===== config.mk =====
export PLATFORM = sky130hd
export DESIGN_NAME = serial_command_frame_parser
export DESIGN_NICKNAME = d
export VERILOG_FILES = /design/src/design/sfcp_pkg.sv /design/src/design/sfcp_front.sv /design/src/design/sfcp_queue.sv /design/src/design/sfcp_back.sv /design/src/design/serial_command_frame_parser.sv
export SDC_FILE = /design/constraint.sdc
export NUM_CORES = 1
export LEC_CHECK = 0
export BUFFER_PORTS_ARGS = -buffer_cell sky130_fd_sc_hd__buf_2
export CORE_ASPECT_RATIO = 1.4
export CORE_MARGIN = 2
export CORE_UTILIZATION = 45
export CTS_BUF_LIST = sky130_fd_sc_hd__clkbuf_16
export CTS_CLUSTER_SIZE = 40
export DETAILED_ROUTE_END_ITERATION = 12
export HOLD_SLACK_MARGIN = 0.02
export PLACE_DENSITY_LB_ADDON = 0.15
export SLEW_MARGIN = 20
export SYNTH_ARGS = -nofsm -noshare
export SYNTH_HDL_FRONTEND = slang
export SYNTH_SLANG_ARGS = --single-unit

===== constraint.sdc =====
create_clock -name clk -period 12.6 [get_ports clk]
set_input_delay 1.89 -clock clk [delete_from_list [all_inputs] [get_ports clk]]
set_output_delay 1.89 -clock clk [all_outputs]
set_load 0.02 [all_outputs]

===== src/design/sfcp_pkg.sv =====
// Shared types, opcodes, action codes and limits for the serial command frame parser.
`timescale 1ns / 1ps

package sfcp_pkg;

  // Received opcodes
  localparam logic [7:0] OP_VOLUME      = 8'h00;
  localparam logic [7:0] OP_FOLDER      = 8'h01;
  localparam logic [7:0] OP_LOG_DUMP    = 8'h02;
  localparam logic [7:0] OP_DUTY        = 8'h04;
  localparam logic [7:0] OP_SCHEDULE    = 8'h05;
  localparam logic [7:0] OP_STATUS      = 8'h06;
  localparam logic [7:0] OP_CLEAR_SCHED = 8'h07;
  localparam logic [7:0] OP_CLEAR_LOGS  = 8'h08;
  localparam logic [7:0] OP_SET_TIME    = 8'h0F;
  localparam logic [7:0] OP_TIME_QUERY  = 8'h10;
  localparam logic [7:0] END_BYTE       = 8'h0D;

  // Action codes on the result word
  localparam logic [3:0] ACT_VOLUME      = 4'd0;
  localparam logic [3:0] ACT_DUTY        = 4'd1;
  localparam logic [3:0] ACT_PLAY        = 4'd2;
  localparam logic [3:0] ACT_LOG_DUMP    = 4'd3;
  localparam logic [3:0] ACT_STATUS      = 4'd4;
  localparam logic [3:0] ACT_CLEAR_SCHED = 4'd5;
  localparam logic [3:0] ACT_CLEAR_LOGS  = 4'd6;
  localparam logic [3:0] ACT_TIME_QUERY  = 4'd7;
  localparam logic [3:0] ACT_SCHED_BEGIN = 4'd8;
  localparam logic [3:0] ACT_SCHED_APPEND = 4'd9;
  localparam logic [3:0] ACT_STOP_REPLY  = 4'd10;
  localparam logic [3:0] ACT_CLOCK_WRITE = 4'd11;
  localparam logic [3:0] ACT_TIME_ERROR  = 4'd12;

  // Record byte positions
  localparam int REC_BYTES = 7;
  localparam logic [2:0] REC_LAST_IDX = 3'd6;
  localparam int REC_FOLDER_IDX = 5;
  localparam int REC_TRACK_IDX  = 6;

  // Clock field of the set-time run
  localparam logic [1:0] FIELD_MONTH = 2'd3;

  localparam logic [7:0] SCHEDULE_LIMIT_RESET = 8'd180;
  localparam logic [7:0] COUNT_MAX = 8'd255;

  // Command queue between the front and back parts
  localparam int QUEUE_DEPTH = 4;
  localparam int QPTR_W = $clog2(QUEUE_DEPTH);
  localparam int QCNT_W = $clog2(QUEUE_DEPTH + 1);

  typedef logic [REC_BYTES-1:0][7:0] sfcp_rec_t;

  // One classified command: a result word, optionally followed by a stop reply
  typedef struct packed {
    logic [3:0] action;
    logic [7:0] value;
    sfcp_rec_t  rec;
    logic [1:0] field;
    logic       with_stop;
  } sfcp_cmd_t;

  // Largest accepted value of each set-time field
  function automatic logic [7:0] time_max(input logic [1:0] f);
    logic [7:0] m;
    case (f)
      2'd0:    m = 8'd59;
      2'd1:    m = 8'd23;
      2'd2:    m = 8'd31;
      default: m = 8'd12;
    endcase
    return m;
  endfunction

endpackage


===== src/design/sfcp_front.sv =====
// Front part: accepts received bytes, tracks the frame state and classifies each byte.
`timescale 1ns / 1ps

module sfcp_front (
  input  logic             clk,
  input  logic             rst,
  input  logic             in_valid,
  input  logic             in_stall,
  input  logic [7:0]       rx_byte,
  input  logic [7:0]       schedule_limit,
  output logic             push,
  output sfcp_pkg::sfcp_cmd_t cmd
);
  import sfcp_pkg::*;

  typedef enum logic [3:0] {
    S_IDLE,
    S_VOLUME,
    S_FOLDER,
    S_TRACK,
    S_DUTY,
    S_REC_START,
    S_REC_BODY,
    S_DRAIN,
    S_TIME
  } state_t;

  state_t     state, state_next;
  logic [2:0] rec_idx, rec_idx_next;
  logic [1:0] time_idx, time_idx_next;
  logic [7:0] held_folder, held_folder_next;
  sfcp_rec_t  rec, rec_next;
  logic [7:0] record_count, record_count_next;
  logic       accept;

  assign accept = in_valid && !in_stall;

  // Decode the byte against the current frame state
  always_comb begin
    state_next        = state;
    rec_idx_next      = rec_idx;
    time_idx_next     = time_idx;
    held_folder_next  = held_folder;
    rec_next          = rec;
    record_count_next = record_count;
    push              = 1'b0;
    cmd               = '0;
    if (accept) begin
      case (state)
        S_VOLUME, S_DUTY: begin
          push       = 1'b1;
          cmd.action = (state == S_VOLUME) ? ACT_VOLUME : ACT_DUTY;
          cmd.value  = rx_byte;
          state_next = S_IDLE;
        end
        S_FOLDER: begin
          held_folder_next = rx_byte;
          state_next       = S_TRACK;
        end
        S_TRACK: begin
          push                      = 1'b1;
          cmd.action                = ACT_PLAY;
          cmd.rec[REC_FOLDER_IDX]   = held_folder;
          cmd.rec[REC_TRACK_IDX]    = rx_byte;
          state_next                = S_IDLE;
        end
        S_REC_START: begin
          cmd.action = ACT_SCHED_APPEND;
          cmd.rec    = rec;
          if (rx_byte == END_BYTE) begin
            push       = 1'b1;
            state_next = S_IDLE;
          end else if (record_count > schedule_limit) begin
            push          = 1'b1;
            cmd.with_stop = 1'b1;
            state_next    = S_DRAIN;
          end else begin
            push         = (record_count != 8'd0);
            rec_next[0]  = rx_byte;
            rec_idx_next = 3'd1;
            state_next   = S_REC_BODY;
          end
        end
        S_REC_BODY: begin
          rec_next[rec_idx] = rx_byte;
          if (rec_idx == REC_LAST_IDX) begin
            if (record_count != COUNT_MAX) begin
              record_count_next = record_count + 8'd1;
            end
            state_next = S_REC_START;
          end else begin
            rec_idx_next = rec_idx + 3'd1;
          end
        end
        S_DRAIN: begin
          if (rx_byte == END_BYTE) begin
            state_next = S_IDLE;
          end
        end
        S_TIME: begin
          push = 1'b1;
          if (rx_byte <= time_max(time_idx)) begin
            cmd.action = ACT_CLOCK_WRITE;
            cmd.value  = rx_byte;
            cmd.field  = time_idx;
            if (time_idx == FIELD_MONTH) begin
              state_next = S_IDLE;
            end else begin
              time_idx_next = time_idx + 2'd1;
            end
          end else begin
            cmd.action = ACT_TIME_ERROR;
            cmd.value  = {6'd0, time_idx};
            state_next = S_IDLE;
          end
        end
        default: begin
          // Idle: decode an opcode
          state_next = S_IDLE;
          case (rx_byte)
            OP_VOLUME: state_next = S_VOLUME;
            OP_FOLDER: state_next = S_FOLDER;
            OP_DUTY:   state_next = S_DUTY;
            OP_LOG_DUMP: begin
              push       = 1'b1;
              cmd.action = ACT_LOG_DUMP;
            end
            OP_SCHEDULE: begin
              push              = 1'b1;
              cmd.action        = ACT_SCHED_BEGIN;
              rec_next          = '0;
              record_count_next = 8'd0;
              state_next        = S_REC_START;
            end
            OP_STATUS: begin
              push       = 1'b1;
              cmd.action = ACT_STATUS;
            end
            OP_CLEAR_SCHED: begin
              push       = 1'b1;
              cmd.action = ACT_CLEAR_SCHED;
            end
            OP_CLEAR_LOGS: begin
              push       = 1'b1;
              cmd.action = ACT_CLEAR_LOGS;
            end
            OP_SET_TIME: begin
              time_idx_next = 2'd0;
              state_next    = S_TIME;
            end
            OP_TIME_QUERY: begin
              push       = 1'b1;
              cmd.action = ACT_TIME_QUERY;
            end
            default: state_next = S_IDLE;
          endcase
        end
      endcase
    end
  end

  // Hold frame state
  always_ff @(posedge clk) begin
    if (rst) begin
      state        <= S_IDLE;
      rec_idx      <= 3'd0;
      time_idx     <= 2'd0;
      held_folder  <= 8'd0;
      rec          <= '0;
      record_count <= 8'd0;
    end else begin
      state        <= state_next;
      rec_idx      <= rec_idx_next;
      time_idx     <= time_idx_next;
      held_folder  <= held_folder_next;
      rec          <= rec_next;
      record_count <= record_count_next;
    end
  end

endmodule


===== src/design/sfcp_queue.sv =====
// Short command queue between the front and back parts.
`timescale 1ns / 1ps

module sfcp_queue (
  input  logic                clk,
  input  logic                rst,
  input  logic                push,
  input  sfcp_pkg::sfcp_cmd_t push_cmd,
  input  logic                pop,
  output sfcp_pkg::sfcp_cmd_t head,
  output logic                empty,
  output logic                full
);
  import sfcp_pkg::*;

  sfcp_cmd_t         entries [QUEUE_DEPTH];
  logic [QPTR_W-1:0] wr_ptr, rd_ptr;
  logic [QCNT_W-1:0] count;
  logic              do_push, do_pop;

  assign empty   = (count == '0);
  assign full    = (count == QCNT_W'(QUEUE_DEPTH));
  assign do_push = push && !full;
  assign do_pop  = pop && !empty;
  assign head    = entries[rd_ptr];

  // Store pushed commands
  always_ff @(posedge clk) begin
    if (do_push) begin
      entries[wr_ptr] <= push_cmd;
    end
  end

  // Advance pointers and occupancy
  always_ff @(posedge clk) begin
    if (rst) begin
      wr_ptr <= '0;
      rd_ptr <= '0;
      count  <= '0;
    end else begin
      if (do_push) begin
        wr_ptr <= (wr_ptr == QPTR_W'(QUEUE_DEPTH - 1)) ? '0 : wr_ptr + QPTR_W'(1);
      end
      if (do_pop) begin
        rd_ptr <= (rd_ptr == QPTR_W'(QUEUE_DEPTH - 1)) ? '0 : rd_ptr + QPTR_W'(1);
      end
      count <= count + QCNT_W'(do_push) - QCNT_W'(do_pop);
    end
  end

endmodule


===== src/design/sfcp_back.sv =====
// Back part: turns queued commands into result words in an output register.
`timescale 1ns / 1ps

module sfcp_back (
  input  logic                clk,
  input  logic                rst,
  input  sfcp_pkg::sfcp_cmd_t head,
  input  logic                empty,
  output logic                pop,
  input  logic                out_stall,
  output logic                out_valid,
  output logic [3:0]          action,
  output logic [7:0]          value,
  output logic [7:0]          rec_month,
  output logic [7:0]          rec_day_start,
  output logic [7:0]          rec_start,
  output logic [7:0]          rec_day_stop,
  output logic [7:0]          rec_stop,
  output logic [7:0]          rec_folder,
  output logic [7:0]          rec_track,
  output logic [1:0]          clock_field,
  output logic                last
);
  import sfcp_pkg::*;

  logic        load;
  logic        stop_pending;
  logic [15:0] tens_prod;
  logic [3:0]  tens;
  logic [7:0]  ones;
  logic [7:0]  bcd;
  logic [7:0]  head_value;

  // Load the output register when it is empty or being taken
  assign load = !out_valid || !out_stall;
  assign pop  = load && !stop_pending && !empty;

  // Binary to BCD for clock values below 100: tens by reciprocal multiply
  assign tens_prod = {8'd0, head.value} * 16'd205;
  assign tens      = tens_prod[14:11];
  assign ones      = head.value - ({3'd0, tens, 1'b0} + {1'b0, tens, 3'd0});
  assign bcd       = {tens, ones[3:0]};
  assign head_value = (head.action == ACT_CLOCK_WRITE) ? bcd : head.value;

  // Hold or advance the result word
  always_ff @(posedge clk) begin
    if (rst) begin
      out_valid    <= 1'b0;
      stop_pending <= 1'b0;
    end else if (load) begin
      if (stop_pending) begin
        out_valid    <= 1'b1;
        stop_pending <= 1'b0;
      end else if (!empty) begin
        out_valid    <= 1'b1;
        stop_pending <= head.with_stop;
      end else begin
        out_valid    <= 1'b0;
      end
    end
  end

  // Result payload
  always_ff @(posedge clk) begin
    if (load) begin
      if (stop_pending) begin
        action        <= ACT_STOP_REPLY;
        value         <= 8'd0;
        rec_month     <= 8'd0;
        rec_day_start <= 8'd0;
        rec_start     <= 8'd0;
        rec_day_stop  <= 8'd0;
        rec_stop      <= 8'd0;
        rec_folder    <= 8'd0;
        rec_track     <= 8'd0;
        clock_field   <= 2'd0;
        last          <= 1'b1;
      end else begin
        action        <= head.action;
        value         <= head_value;
        rec_month     <= head.rec[0];
        rec_day_start <= head.rec[1];
        rec_start     <= head.rec[2];
        rec_day_stop  <= head.rec[3];
        rec_stop      <= head.rec[4];
        rec_folder    <= head.rec[REC_FOLDER_IDX];
        rec_track     <= head.rec[REC_TRACK_IDX];
        clock_field   <= head.field;
        last          <= !head.with_stop;
      end
    end
  end

endmodule


===== src/design/serial_command_frame_parser.sv =====
// Top level of the serial command frame parser.
`timescale 1ns / 1ps

// Accepts one received byte per clock whenever in_stall is low; in_stall rises
// only while the four-entry command queue between the byte decoder and the
// result stage is full. Each byte gives zero, one or two result words; a
// result word waits in the command queue and is loaded into the output
// register when that is empty or being taken. Bytes that cause two words
// (record append then the stop reply) give both in turn, so the sustained
// rate is one byte per cycle except for those, and only while out_stall is
// low. schedule_limit is written through cfg_wr_en and cfg_wr_data and
// resets to 180; write it only while the block is idle.
module serial_command_frame_parser (
  input  logic       clk,
  input  logic       rst,
  input  logic       cfg_wr_en,
  input  logic [7:0] cfg_wr_data,
  input  logic       in_valid,
  output logic       in_stall,
  input  logic [7:0] rx_byte,
  output logic       out_valid,
  input  logic       out_stall,
  output logic [3:0] action,
  output logic [7:0] value,
  output logic [7:0] rec_month,
  output logic [7:0] rec_day_start,
  output logic [7:0] rec_start,
  output logic [7:0] rec_day_stop,
  output logic [7:0] rec_stop,
  output logic [7:0] rec_folder,
  output logic [7:0] rec_track,
  output logic [1:0] clock_field,
  output logic       last
);
  import sfcp_pkg::*;

  logic [7:0] schedule_limit;
  logic       push, pop, q_empty, q_full;
  sfcp_cmd_t  push_cmd, head;

  assign in_stall = q_full;

  // Hold the schedule limit register
  always_ff @(posedge clk) begin
    if (rst) begin
      schedule_limit <= SCHEDULE_LIMIT_RESET;
    end else if (cfg_wr_en) begin
      schedule_limit <= cfg_wr_data;
    end
  end

  sfcp_front u_front (
    .clk            (clk),
    .rst            (rst),
    .in_valid       (in_valid),
    .in_stall       (q_full),
    .rx_byte        (rx_byte),
    .schedule_limit (schedule_limit),
    .push           (push),
    .cmd            (push_cmd)
  );

  sfcp_queue u_queue (
    .clk      (clk),
    .rst      (rst),
    .push     (push),
    .push_cmd (push_cmd),
    .pop      (pop),
    .head     (head),
    .empty    (q_empty),
    .full     (q_full)
  );

  sfcp_back u_back (
    .clk           (clk),
    .rst           (rst),
    .head          (head),
    .empty         (q_empty),
    .pop           (pop),
    .out_stall     (out_stall),
    .out_valid     (out_valid),
    .action        (action),
    .value         (value),
    .rec_month     (rec_month),
    .rec_day_start (rec_day_start),
    .rec_start     (rec_start),
    .rec_day_stop  (rec_day_stop),
    .rec_stop      (rec_stop),
    .rec_folder    (rec_folder),
    .rec_track     (rec_track),
    .clock_field   (clock_field),
    .last          (last)
  );

endmodule

# == Word-level counts from Yosys, hierarchy flattened ==
# Memories as Yosys holds them, arrays and structs flattened. A register that Yosys moved wholly into a read port is not among the register bits.
# Cells that the tools add are included.
# totals
wordCells,179
mem_count,1
input_bits,21
out_inout_bits,73
regBits,169
ram_bits,284
# mem_list
memory,words,word_bits,rd,rd_clocked_by_memory_dff,wr,line,source
u_queue.entries,4,71,1,1,1,sfcp_queue.sv:16,sfcp_cmd_t entries [QUEUE_DEPTH];
# op_classes
eq_ne,36
magnitude_cmp,4
mul,1
muxes,60
n_reduce_logical,36
n_bitwise,3
n_addsub,9
# op_table
cell,n
case mux 48 bit (2 select lines),1
two-way mux 8 bit,9
two-way mux 71 bit,1
bitwise mux 56 bit,1
two-way mux 56 bit,1
case mux 4 bit (6 select lines),2
two-way mux 40 bit,1
case mux 4 bit (5 select lines),2
"equality test 8 x 3 -> 1 bit, second input constant",4
case mux 16 bit (2 select lines),1
case mux 8 bit (2 select lines),2
demux 8 bit (select 3 bit),1
"equality test 8 x 4 -> 1 bit, second input constant",3
case mux 8 bit (3 select lines),1
AND reduction 5 bit,4
two-way mux 2 bit,9
case mux 6 bit (3 select lines),1
"equality test 4 x 3 -> 1 bit, second input constant",4
two-way mux 4 bit,4
"multiplier 8 x 8 -> 15 bit, second input constant",1
two-way mux 1 bit,15
OR reduction 7 bit,2
two-way mux 3 bit,4
OR reduction 6 bit,2
other kinds (44),73

# == Longest topological paths before layout ==
# Gate-level depths: netlist of run 1.
# logic_depth
depth_word,8
ltp_mapped,23
depth_no_buf,21

# == Cells and area by module ==
# From an unflattened synthesis of run 1, not the netlist that was laid out.
# hier_totals
cells_unflattened,1333
hier_area_um2,19806.5
# by_module_without_submodules
mod,seq_area_each_um2,area_per_inst_um2,cells_each,instances
sfcp_queue,8708.4,10706.5,421,1
sfcp_front,1621.6,4909.7,591,1
sfcp_back,2172.1,3893.7,295,1
serial_command_frame_parser,160.2,296.5,26,1

# == Worst setup path before layout of run 1 ==
# No wires, ideal clock.
# synth_path
path_type,input to register
from,in rx_byte[6]
to,mem u_queue.entries[0][0] (netlist bit) (enable)
arrival_ps,6391
path_slack_ps,5700
path_buffers,2
t_required_ps,12091
stages,8
setup_time_ps,509
path_cell_list,buf_2 -> or3_1 -> buf_2 -> nor3_1 -> nand3_1 -> nand2_1 -> a22oi_1 -> nor2b_1
# synth_between
elab_chain_cells,8
elab_cells_between_ends,15
classes_between,eq/ne: 7; mux: 6; reduce/logical: 2
# synth_lines
element,line,source
start: declaration,serial_command_frame_parser.sv:20,"input logic [7:0] rx_byte,"
"equality test 8 x 2 -> 1 bit, or another cell as far along",sfcp_front.sv:120,case (rx_byte)
OR reduction 6 bit (no line),-,
two-way mux 1 bit,sfcp_front.sv:120,
case mux 1 bit (3 select lines) (*),sfcp_front.sv:49,case (state)
two-way mux 1 bit (*),sfcp_front.sv:48,if (accept) begin
logical AND 1 bit (*),sfcp_queue.sv:23,assign do_push = push && !full;
two-way mux 1 bit (*),sfcp_queue.sv:29,if (do_push) begin
two-way mux 1 bit (implied by the code) (*),sfcp_queue.sv:30,entries[wr_ptr] <= push_cmd;
end: declaration,sfcp_queue.sv:16,
# Every way passes the cells marked *; elsewhere a longest branch is shown, timed or not.

==> impl_metrics.tcl, run 1 <==
set metrics [dict create \
    start_util_pct 45.5 \
    async_reset_ff_share_pct 0 \
    ys_ff_latch 455 \
    synth_edf_count 355 \
    grt_usage_pct 18.7 \
    finalNonFillerCells 2037 \
    grt_pass1_wl_microns 66100 \
    synth_top_area_share_pct 54.4 \
    rsz0062_at_grt "false" \
    clockBufferDepth 3 \
    vias 11300 \
    vdd_drop_max_mv 0.319 \
    numCtsBuffers 44 \
    antenna_found_initial 0 \
    nets 1553 \
    arrival_ns 7.09 \
    r2r_slack_ns 5.92 \
    fin_tns_setup_ns 0 \
    die_area_sq_um 45200 \
    rows 90 \
    drt-total-wl_microns 41700 \
    dp_cells 1956 \
    start_kind "flop" \
    grt_pass1_vias 11600 \
    cap_violations 0 \
    dpl-instance-area_sq_um 20600 \
    cts_tree "yes" \
    finalCritPeriodShare_pct 53.0 \
    crit_path_frequent_cell "ha_1" \
    cts_hold_buf 0 \
    tightest_slew_ns 1.02 \
    die_x_microns 180 \
    cts-root-buf "clkbuf_16" \
    drt_first_iter_violations 799 \
    critical_path.max_fanout 38 \
    slew-limit-headroom_pct 32.2 \
    yosysWarnings 0 \
    cts.sinks 455 \
    vias_per_cell 5.56 \
    avgSynthCellArea_sq_um 14.3 \
    ys_types 67 \
    cts_setup_buffers 0 \
    post_drt_wl_per_cell_microns 20.5 \
    htree_levels 2 \
    crit_type "reg2reg" \
    postSynthCellCount 1368 \
    holdWs_ns 0.461 \
    required_ns 13.01 \
    power_leakage_nw 8.21 \
    outcome "completed" \
    slowest_stage "mux4_1" \
    hold_class "reg2reg" \
    cpLargestDelayFamily "adder cells" \
    clk_pin_slew_worst_paths_ns 0.07 \
    hold_viol_final 0 \
    die_height_microns 251 \
    synth_area_leaders "edfxtp_1 (54%), dfxtp_1 (10%), mux4_2 (8.0%), ha_1 (4.5%), nor2_1 (2.8%)" \
    critical_path_buf_inv_count 4 \
    core_region_area_sq_um 43000 \
    max_stage_delay_ns 0.82 \
    top_layer_used "met4" \
    io_pins 94 \
    endpoint_kind "flop" \
    drive_above_1_share_pct 18.2 \
    final_area_sq_um 22000 \
    fin_skew_ns 0.0174 \
    met1_length_microns 17500 \
    ys_seq_area_share_pct 64.7 \
    grt_overflow 0 \
    p_total_mw 5.35 \
    setup_viol 0 \
    syn_to_final_growth_pct 12.5 \
    port_buffers 93 \
    antenna-diode-count 0 \
    synth_nets 1471 \
    synth.largest_area_cell "edfxtp_1" \
    hpwl_microns 26000 \
    gp_congestion 0.866 \
    wl_met2_microns 21400 \
    max_freq_ghz 0.150 \
    first_pass_iters 5 \
    grt_max_degree 87 \
    fin_crit_ns 6.68 \
    drc 0 \
    power_density_nw_per_um2 243 \
    met3_length_microns 1900 \
    path_cells "buf_4 -> mux4_1 -> ha_1 -> xor2_1 -> ha_1 -> fa_1 -> inv_1 -> fa_1 -> inv_1 -> ha_1 -> a21oi_1 -> o221ai_1 -> a21oi_1 -> nor2_1 -> nor2_1 -> xnor2_1 -> ha_1 -> inv_1 -> o21ai_2 -> xnor3_1 -> or3_1 -> a21oi_1" \
    finalMaxSlewViolations 0 \
    cts.repair.resized 0 \
    synthFlopType "edfxtp_1" \
    drtAntennaViolNets 0 \
    syn_area_sq_um 19600 \
    insertion_delay_ns 0.56 \
]
cell families (layout without fill, tap and decap cells):
family	count (synthesis)	after routing	share of synthesized area [%]
adders and majority gates	83	83	5.71
DFF	455	455	64.7
and+or+nand+nor	413	413	10.6
AOI/OAI and AO/OA	164	164	5.72
muxes	89	89	9.27
buffers and inverters	140	257	2.85
xor gates and xnor gates	24	24	1.14
power breakdown:
group	internal, mW	switching (mW)	total [mW]
clock	0.724	0.558	1.28
combinational	0.967	1.20	2.17
sequential	1.83	0.0698	1.90
total	3.52	1.83	5.35
layout make-up:
class	instances	area, sq um
timing repair buffer	114	623
clock inverter	37	304
inverter	62	233
clock buffer	44	1100
sequential	455	12700
tap	552	691
multi-input combinational	773	6420
fill	3642	21000
flip-flops by register name, summed over array words and instances (netlist names), 2 cells and up, named ones only:
register	cells
u_back.rec_month	8
u_back.value	8
u_front.record_count	8
u_front.state	4
u_front.held_folder	8
u_back.clock_field	2
u_front.rec	56
u_back.rec_stop	8
schedule_limit	8
u_back.rec_folder	8
u_back.rec_day_start	8
u_front.time_idx	2
u_front.rec_idx	3
u_back.rec_track	8
u_back.action	4
u_queue.entries	284
u_queue.count	3
u_queue.wr_ptr	2
u_back.rec_start	8
u_queue.rd_ptr	2
u_back.rec_day_stop	8
Yosys cell counts, types with 4 or more instances:
cell and instances:
edfxtp_1 355, nor2_1 144, dfxtp_1 100, ha_1 71
and2_1 70, mux4_2 70, inv_1 60, clkbuf_1 57
nand3_1 48, and3_1 47, a21oi_1 45, nand2_1 37
a31oi_1 31, a22oi_1 19, mux2i_1 16, nor3_1 16
xnor2_1 12, fa_1 11, o21ai_0 11, xor2_1 11
buf_1 10, nor2b_1 10, a211oi_1 8, buf_2 8
nor4_1 8, a21o_1 6, a22o_1 6, nand2b_1 6
nand4_1 6, o211ai_1 5, or3_1 5, o21a_1 4
o221ai_1 4
through the flow:
step	worst slack (ns)	utilization, %
2_1_floorplan	5.70	-
3_3_place_gp	5.89	48.0
3_5_place_dp	5.82	48.0
4_1_cts	5.80	51.2
5_1_grt	5.42	51.2
6_report	5.92	51.2
layer usage:
layer	GRT usage (%)	vias to the layer above
met2	32.8	259
met5	0	-
met1	24.1	5692
met4	5.69	0
met3	2.62	72
li1	-	5312
path summary, 6_finish.rpt:
path | from | to | cells after the start
min | u_front.rec[36] | u_front.rec[36] | 2
max reg2reg | flop | u_back.value[3] | 22
min reg2reg | u_front.rec[36] | u_front.rec[36] | 2
max | flop | u_back.value[3] | 22
worst reg2reg max path, stage by stage, from the launching register on:
cell	delay, ns
dfxtp_4	0.51
buf_4	0.68
mux4_1	0.84
ha_1	0.40
xor2_1	0.16
ha_1	0.29
fa_1	0.51
inv_1	0.05
fa_1	0.52
inv_1	0.05
ha_1	0.31
a21oi_1	0.15
o221ai_1	0.18
a21oi_1	0.22
nor2_1	0.07
nor2_1	0.13
xnor2_1	0.18
ha_1	0.31
inv_1	0.08
o21ai_2	0.06
xnor3_1	0.36
or3_1	0.35
a21oi_1	0.14
layout by cell type (no fill, tap or decap), types with 7 or more instances in the layout:
cell	n
edfxtp_1	355
nor2_1	144
dfxtp_1	98
buf_2	93
ha_1	71
mux4_2	70
and2_1	70
inv_1	66
nand3_1	48
and3_1	47
a21oi_1	45
clkbuf_16	44
nand2_1	36
a31oi_1	31
buf_4	21
a22oi_1	19
nor3_1	16
mux2i_1	16
clkinv_1	15
xnor2_1	12
xor2_1	11
o21ai_0	11
fa_1	11
nor4_1	8
a211oi_1	8
clkinv_2	7
(Power assumes the default switching activity.)
==> run 2, diff against run 1 <==
==> constraint.sdc (replaced) <==
create_clock -name clk -period 5.9 [get_ports clk]
set_input_delay 0.885 -clock clk [delete_from_list [all_inputs] [get_ports clk]]
set_output_delay 0.885 -clock clk [all_outputs]
set_load 0.02 [all_outputs]
==> run 2 against run 1 <==
Clock skew barely moved. Hold slack improved by 0.0033 ns. Largest cell class unchanged. Clock power rose by 110%. Critical endpoint unchanged. Die area did not move. Count of clock-buffer cells in the layout did not move.
==> impl_metrics.tcl, run 2 (synthesized netlist as in run 1, its figures left out) <==
set metrics [dict create \
    p_int_mw 7.49 \
    fin_skew_ns 0.0171 \
    die_area_sq_um 45200 \
    rsz0062_at_grt "false" \
    final_area_sq_um 22100 \
    hold_class "reg2reg" \
    largest_reg_flops 284 \
    cts_tree "yes" \
    syn_to_final_growth_pct 12.9 \
    final_cell_mix "edfxtp_1 (355), nor2_1 (144), dfxtp_1 (98)" \
    grt_usage_pct 18.7 \
    dpl-instance-area_sq_um 20700 \
    slowest_stage "mux4_2" \
    min_from "u_front.rec[35]" \
    reg2reg_depth 22 \
    insertion_delay_ns 0.57 \
    pwr-share-seq_pct 35.3 \
    antenna_found_initial 0 \
    drive_above_1_share_pct 18.7 \
    clk_pin_slew_worst_paths_ns 0.07 \
    max_freq_ghz 0.179 \
    cts.sinks 455 \
    hold_viol_final 0 \
    fin_crit_ns 5.58 \
    core_region_area_sq_um 43000 \
    setup_viol 0 \
    grt_pass1_wl_microns 66400 \
    post_drt_wl_per_cell_microns 20.5 \
    htree_levels 2 \
    holdWs_ns 0.464 \
    gp_congestion 0.868 \
    power_leakage_nw 8.28 \
    cap_violations 0 \
    drt_first_iter_violations 926 \
    p_total_mw 11.4 \
    rows 90 \
    crit_type "reg2reg" \
    tightest_slew_ns 1.07 \
    vias_per_cell 5.56 \
    port_buffers 93 \
    drc 0 \
    path_cells "buf_4 -> mux4_2 -> ha_1 -> xor2_1 -> ha_1 -> fa_1 -> inv_1 -> fa_1 -> inv_1 -> ha_1 -> a21oi_1 -> o221ai_1 -> a21oi_1 -> nor2_1 -> nor2_1 -> xnor2_1 -> ha_1 -> inv_1 -> o21ai_2 -> xnor3_1 -> or3_1 -> a21oi_1" \
    power_density_nw_per_um2 517 \
    p_comb_share_pct 41.4 \
    swShare_pct 34.5 \
    fin_tns_setup_ns 0 \
    cts-root-buf "clkbuf_16" \
    hpwl_microns 26500 \
    crit_path_frequent_cell "ha_1" \
    required_ns 6.30 \
    nets 1564 \
    finalCritPeriodShare_pct 94.6 \
    die_x_microns 180 \
    r2r_slack_ns 0.32 \
    largest_registers "u_queue.entries x284, u_front.rec x56" \
    top_register "u_queue.entries" \
    cpLargestDelayFamily "adder cells" \
    start_util_pct 45.5 \
    hold_depth 2 \
    switchingPower_mw 3.94 \
    critical_path.max_fanout 6 \
    finalNonFillerCells 2049 \
    crit_cells 22 \
    endpoint_kind "flop" \
    arrival_ns 5.99 \
    first_pass_iters 5 \
    dp_cells 1962 \
    io_pins 94 \
    numCtsBuffers 44 \
    min_to "u_front.rec[35]" \
    drtAntennaViolNets 0 \
    clockBufferDepth 3 \
    start_kind "flop" \
    grt_max_degree 87 \
    cts_hold_buf 0 \
    power_frac_clock_pct 23.3 \
    grt_pass1_vias 11800 \
    max_stage_delay_ns 0.55 \
    antenna-diode-count 0 \
    critical_path_buf_inv_count 4 \
    vdd_drop_max_mv 0.547 \
    finalMaxSlewViolations 0 \
    die_height_microns 251 \
    final_common_cell "edfxtp_1" \
    grt_overflow 0 \
    drt-total-wl_microns 42100 \
    vias 11400 \
    outcome "completed" \
    slew-limit-headroom_pct 28.2 \
    reg2reg_to "u_back.value[3]" \
]
-- run 2: cell types whose count changed in the layout (fill, tap and decap cells not counted), sizes merged --
cell / before / now
buf: 114 / 125
inv: 69 / 80
clkinvlp: 2 / 4
bufinv: 4 / 2
clkinv: 24 / 14
-- run 2: timing repair --
action	CTS	global route
endpoints found under the setup margin	0	1
gates resized for setup	0	2
buffers inserted	0	5
-- run 2: layout make-up --
| type | count | area, sq um |
|---|---|---|
| fillers | 3651 | 20900 |
| flip-flops and latches | 455 | 12700 |
| multi-input cells | 773 | 6420 |
| clock buffers | 44 | 1100 |
| repair buffers | 125 | 743 |
| well taps | 552 | 691 |
| clock inverters | 38 | 262 |
| inverters | 62 | 233 |
-- run 2: worst max-delay path by stage --
stage | startpoint | endpoint | slack, ns
final | flop | u_back.value[3] | 0.32
after CTS | flop | u_back.value[3] | 0.21
after global placement | flop | u_back.value[3] | 0.24
after floorplan | rx_byte[6] | u_queue.entries[0][0] | 0.005
after global routing | flop | u_back.value[3] | 0.01
after detailed placement | flop | u_back.value[3] | 0.26
-- run 2: power groups by stage --
stage,clock network (mW),registers (mW),logic (mW)
floorplan,0,4.42,3.28
global placement,0,4.11,4.70
detailed placement,0,4.12,4.75
CTS,2.74,4.05,4.79
global route,2.85,4.08,5.30
finish,2.66,4.04,4.73
-- run 2: through the flow --
step / worst slack, ns / util [%]
3_5_place_dp: 0.255 / 48.2
3_3_place_gp: 0.242 / 48.2
4_1_cts: 0.206 / 51.3
6_report: 0.316 / 51.4
5_1_grt: 0.0145 / 51.4
2_1_floorplan: 0.00492 / -
-- run 2: per-layer routing --
metal / global-route usage [%] / share of wire [%]
met1: 23.4 / 42
met2: 33.3 / 52
met3: 2.38 / 3.9
met4: 6.82 / 2.9
met5: 0 / 0
-- run 2: tightest hold or removal path: stages, from the launching register on --
cell     delay (ns)
dfxtp_1        0.31
nand3_1        0.06
a21oi_1        0.05
==> run 3, diff against run 2 <==
--- a/config.mk
+++ b/config.mk
@@ -10,10 +10,11 @@
 export CORE_MARGIN = 2
 export CORE_UTILIZATION = 45
 export CTS_BUF_LIST = sky130_fd_sc_hd__clkbuf_16
+export CTS_CLUSTER_DIAMETER = 150
 export CTS_CLUSTER_SIZE = 40
 export DETAILED_ROUTE_END_ITERATION = 12
 export HOLD_SLACK_MARGIN = 0.02
-export PLACE_DENSITY_LB_ADDON = 0.15
+export PLACE_DENSITY = 0.66
 export SLEW_MARGIN = 20
 export SYNTH_ARGS = -nofsm -noshare
 export SYNTH_HDL_FRONTEND = slang
==> run 3 against run 2 <==
Setup slack got worse by 0.026 ns. Register-to-register slack got worse by 0.03 ns. Highest routed layer unchanged. Critical endpoint unchanged. Via count fell by 2.5%. Count of clock-buffer cells in the layout down 29. Global-route usage decreased by 1.2 points.
==> impl_metrics.tcl, run 3 (synthesized netlist as in run 1, its figures left out) <==
set metrics [dict create \
    dp_cells 1954 \
    drtAntennaViolNets 0 \
    critical_path_buf_inv_count 4 \
    largest_registers "u_queue.entries x284, u_front.rec x56" \
    outcome "completed" \
    fin_tns_setup_ns 0 \
    cap_violations 0 \
    die_x_microns 180 \
    numCtsBuffers 15 \
    drt-total-wl_microns 39600 \
    grt_pass1_wl_microns 62900 \
    setup_viol 0 \
    holdWs_ns 0.475 \
    cts.sinks 455 \
    fin_skew_ns 0.0226 \
    slew-limit-headroom_pct 31.0 \
    crit_path_frequent_cell "ha_1" \
    insertion_delay_ns 0.55 \
    grt_overflow 0 \
    critical_path.max_fanout 11 \
    antenna_found_initial 0 \
    final_area_sq_um 21100 \
    vias_per_cell 5.59 \
    cts-root-buf "clkbuf_16" \
    largest_reg_flops 284 \
    antenna-diode-count 0 \
    p_total_mw 10.2 \
    max_stage_delay_ns 0.65 \
    hold_depth 2 \
    max_freq_ghz 0.178 \
    drive_above_1_share_pct 16.1 \
    min_to "u_front.rec[41]" \
    clockBufferDepth 3 \
    finalCritPeriodShare_pct 95.1 \
    arrival_ns 6.00 \
    r2r_slack_ns 0.29 \
    cts_hold_buf 0 \
    grt_pass1_vias 11300 \
    fin_crit_ns 5.61 \
    top_register "u_queue.entries" \
    busiest_layer "met2" \
    port_buffers 93 \
    drc 0 \
    hold_class "reg2reg" \
    clk_pin_slew_worst_paths_ns 0.14 \
    die_area_sq_um 45200 \
    met2_usage_pct 32.6 \
    crit_type "reg2reg" \
    grt_max_degree 87 \
    grt_usage_pct 17.5 \
    final_cell_mix "edfxtp_1 (355), nor2_1 (144), dfxtp_1 (98)" \
    gr-usage-met1_pct 21.9 \
    rsz0062_at_grt "false" \
    setup_ws_ns 0.291 \
    utilization_pct 49.1 \
    cpLargestDelayFamily "adder cells" \
    met3_usage_pct 1.64 \
    finalNonFillerCells 1985 \
    gp_congestion 0.886 \
    nets 1528 \
    die_height_microns 251 \
    reg2reg_depth 21 \
    rows 90 \
    endpoint_kind "flop" \
    syn_to_final_growth_pct 7.92 \
    finalMaxSlewViolations 0 \
    path_cells "buf_4 -> mux4_1 -> ha_1 -> inv_1 -> fa_1 -> inv_1 -> fa_1 -> ha_1 -> ha_1 -> nand3_1 -> o221ai_2 -> a21oi_1 -> nor2_1 -> nor2_1 -> xnor2_1 -> ha_1 -> inv_1 -> o21ai_2 -> xnor3_1 -> or3_1 -> a21oi_1" \
    fill_cells 3707 \
    first_pass_iters 5 \
    start_kind "flop" \
    reg2reg_to "u_back.value[3]" \
    post_drt_wl_per_cell_microns 19.9 \
    htree_levels 1 \
    start_util_pct 45.5 \
    post-place-ws_ns 0.226 \
    required_ns 6.30 \
    dpl-instance-area_sq_um 20700 \
    core_region_area_sq_um 43000 \
    vias 11100 \
    seq_area_sq_um 12700 \
    min_from "u_front.rec[41]" \
    power_density_nw_per_um2 480 \
    cts_tree "yes" \
    drt_first_iter_violations 986 \
    multi_input_area_sq_um 6430 \
    hpwl_microns 25500 \
    tightest_slew_ns 1.03 \
    hold_viol_final 0 \
    power_leakage_nw 7.78 \
    slowest_stage "mux4_1" \
    vdd_drop_max_mv 0.467 \
    final_common_cell "edfxtp_1" \
    io_pins 94 \
]
run 3: changes by cell type in the layout (fill, tap and decap cells not counted), moves of 2 or more:
cell	previous run	this run
clkbuf_16	44	15
clkinvlp_4	4	0
buf_4	29	23
clkinv_1	8	2
inv_1	76	68
inv_6	3	1
clkinv_2	4	0
bufinv_16	2	0
run 3: cell type report:
cell class,instances,area share [%]
Inverter,62,1.10
Multi-Input combinational cell,773,30.4
Sequential cell,455,59.9
Tap cell,552,3.27
Clock inverter,10,0.278
Timing Repair Buffer,118,3.21
Clock buffer,15,1.78
run 3: report_power, final:
| part | switching, mW | total (mW) | internal [mW] |
|---|---|---|---|
| Sequential | 0.130 | 4.04 | 3.91 |
| Combinational | 2.62 | 4.72 | 2.10 |
| Clock | 0.906 | 1.39 | 0.488 |
run 3: what timing repair did:
item	in CTS	in global routing
resized for setup	0	1
setup endpoints to repair	0	1
buffers inserted	0	6
hold endpoints to repair	0	0
run 3: worst min-delay path: stages (launching register included):
cell     delay, ns
dfxtp_1       0.33
nand3_1       0.06
a21oi_1       0.05
run 3: worst max path at each step:
| stage | start | endpoint | cells after the start |
|---|---|---|---|
| floorplan | rx_byte[6] | u_queue.entries[0][0] | 8 |
| global placement | flop | u_back.value[3] | 21 |
| detailed placement | flop | u_back.value[3] | 21 |
| CTS | flop | u_back.value[3] | 21 |
| global route | flop | u_back.value[3] | 21 |
| finish | flop | u_back.value[3] | 21 |
run 3: metal layers:
| metal | up-vias | routed length, microns | share of wire (%) |
|---|---|---|---|
| li1 | 5210 | - | - |
| met1 | 5634 | 16400 | 41 |
| met2 | 219 | 21200 | 53 |
| met3 | 39 | 1340 | 3.4 |
| met4 | 0 | 699 | 1.8 |
| met5 | - | 0 | 0 |
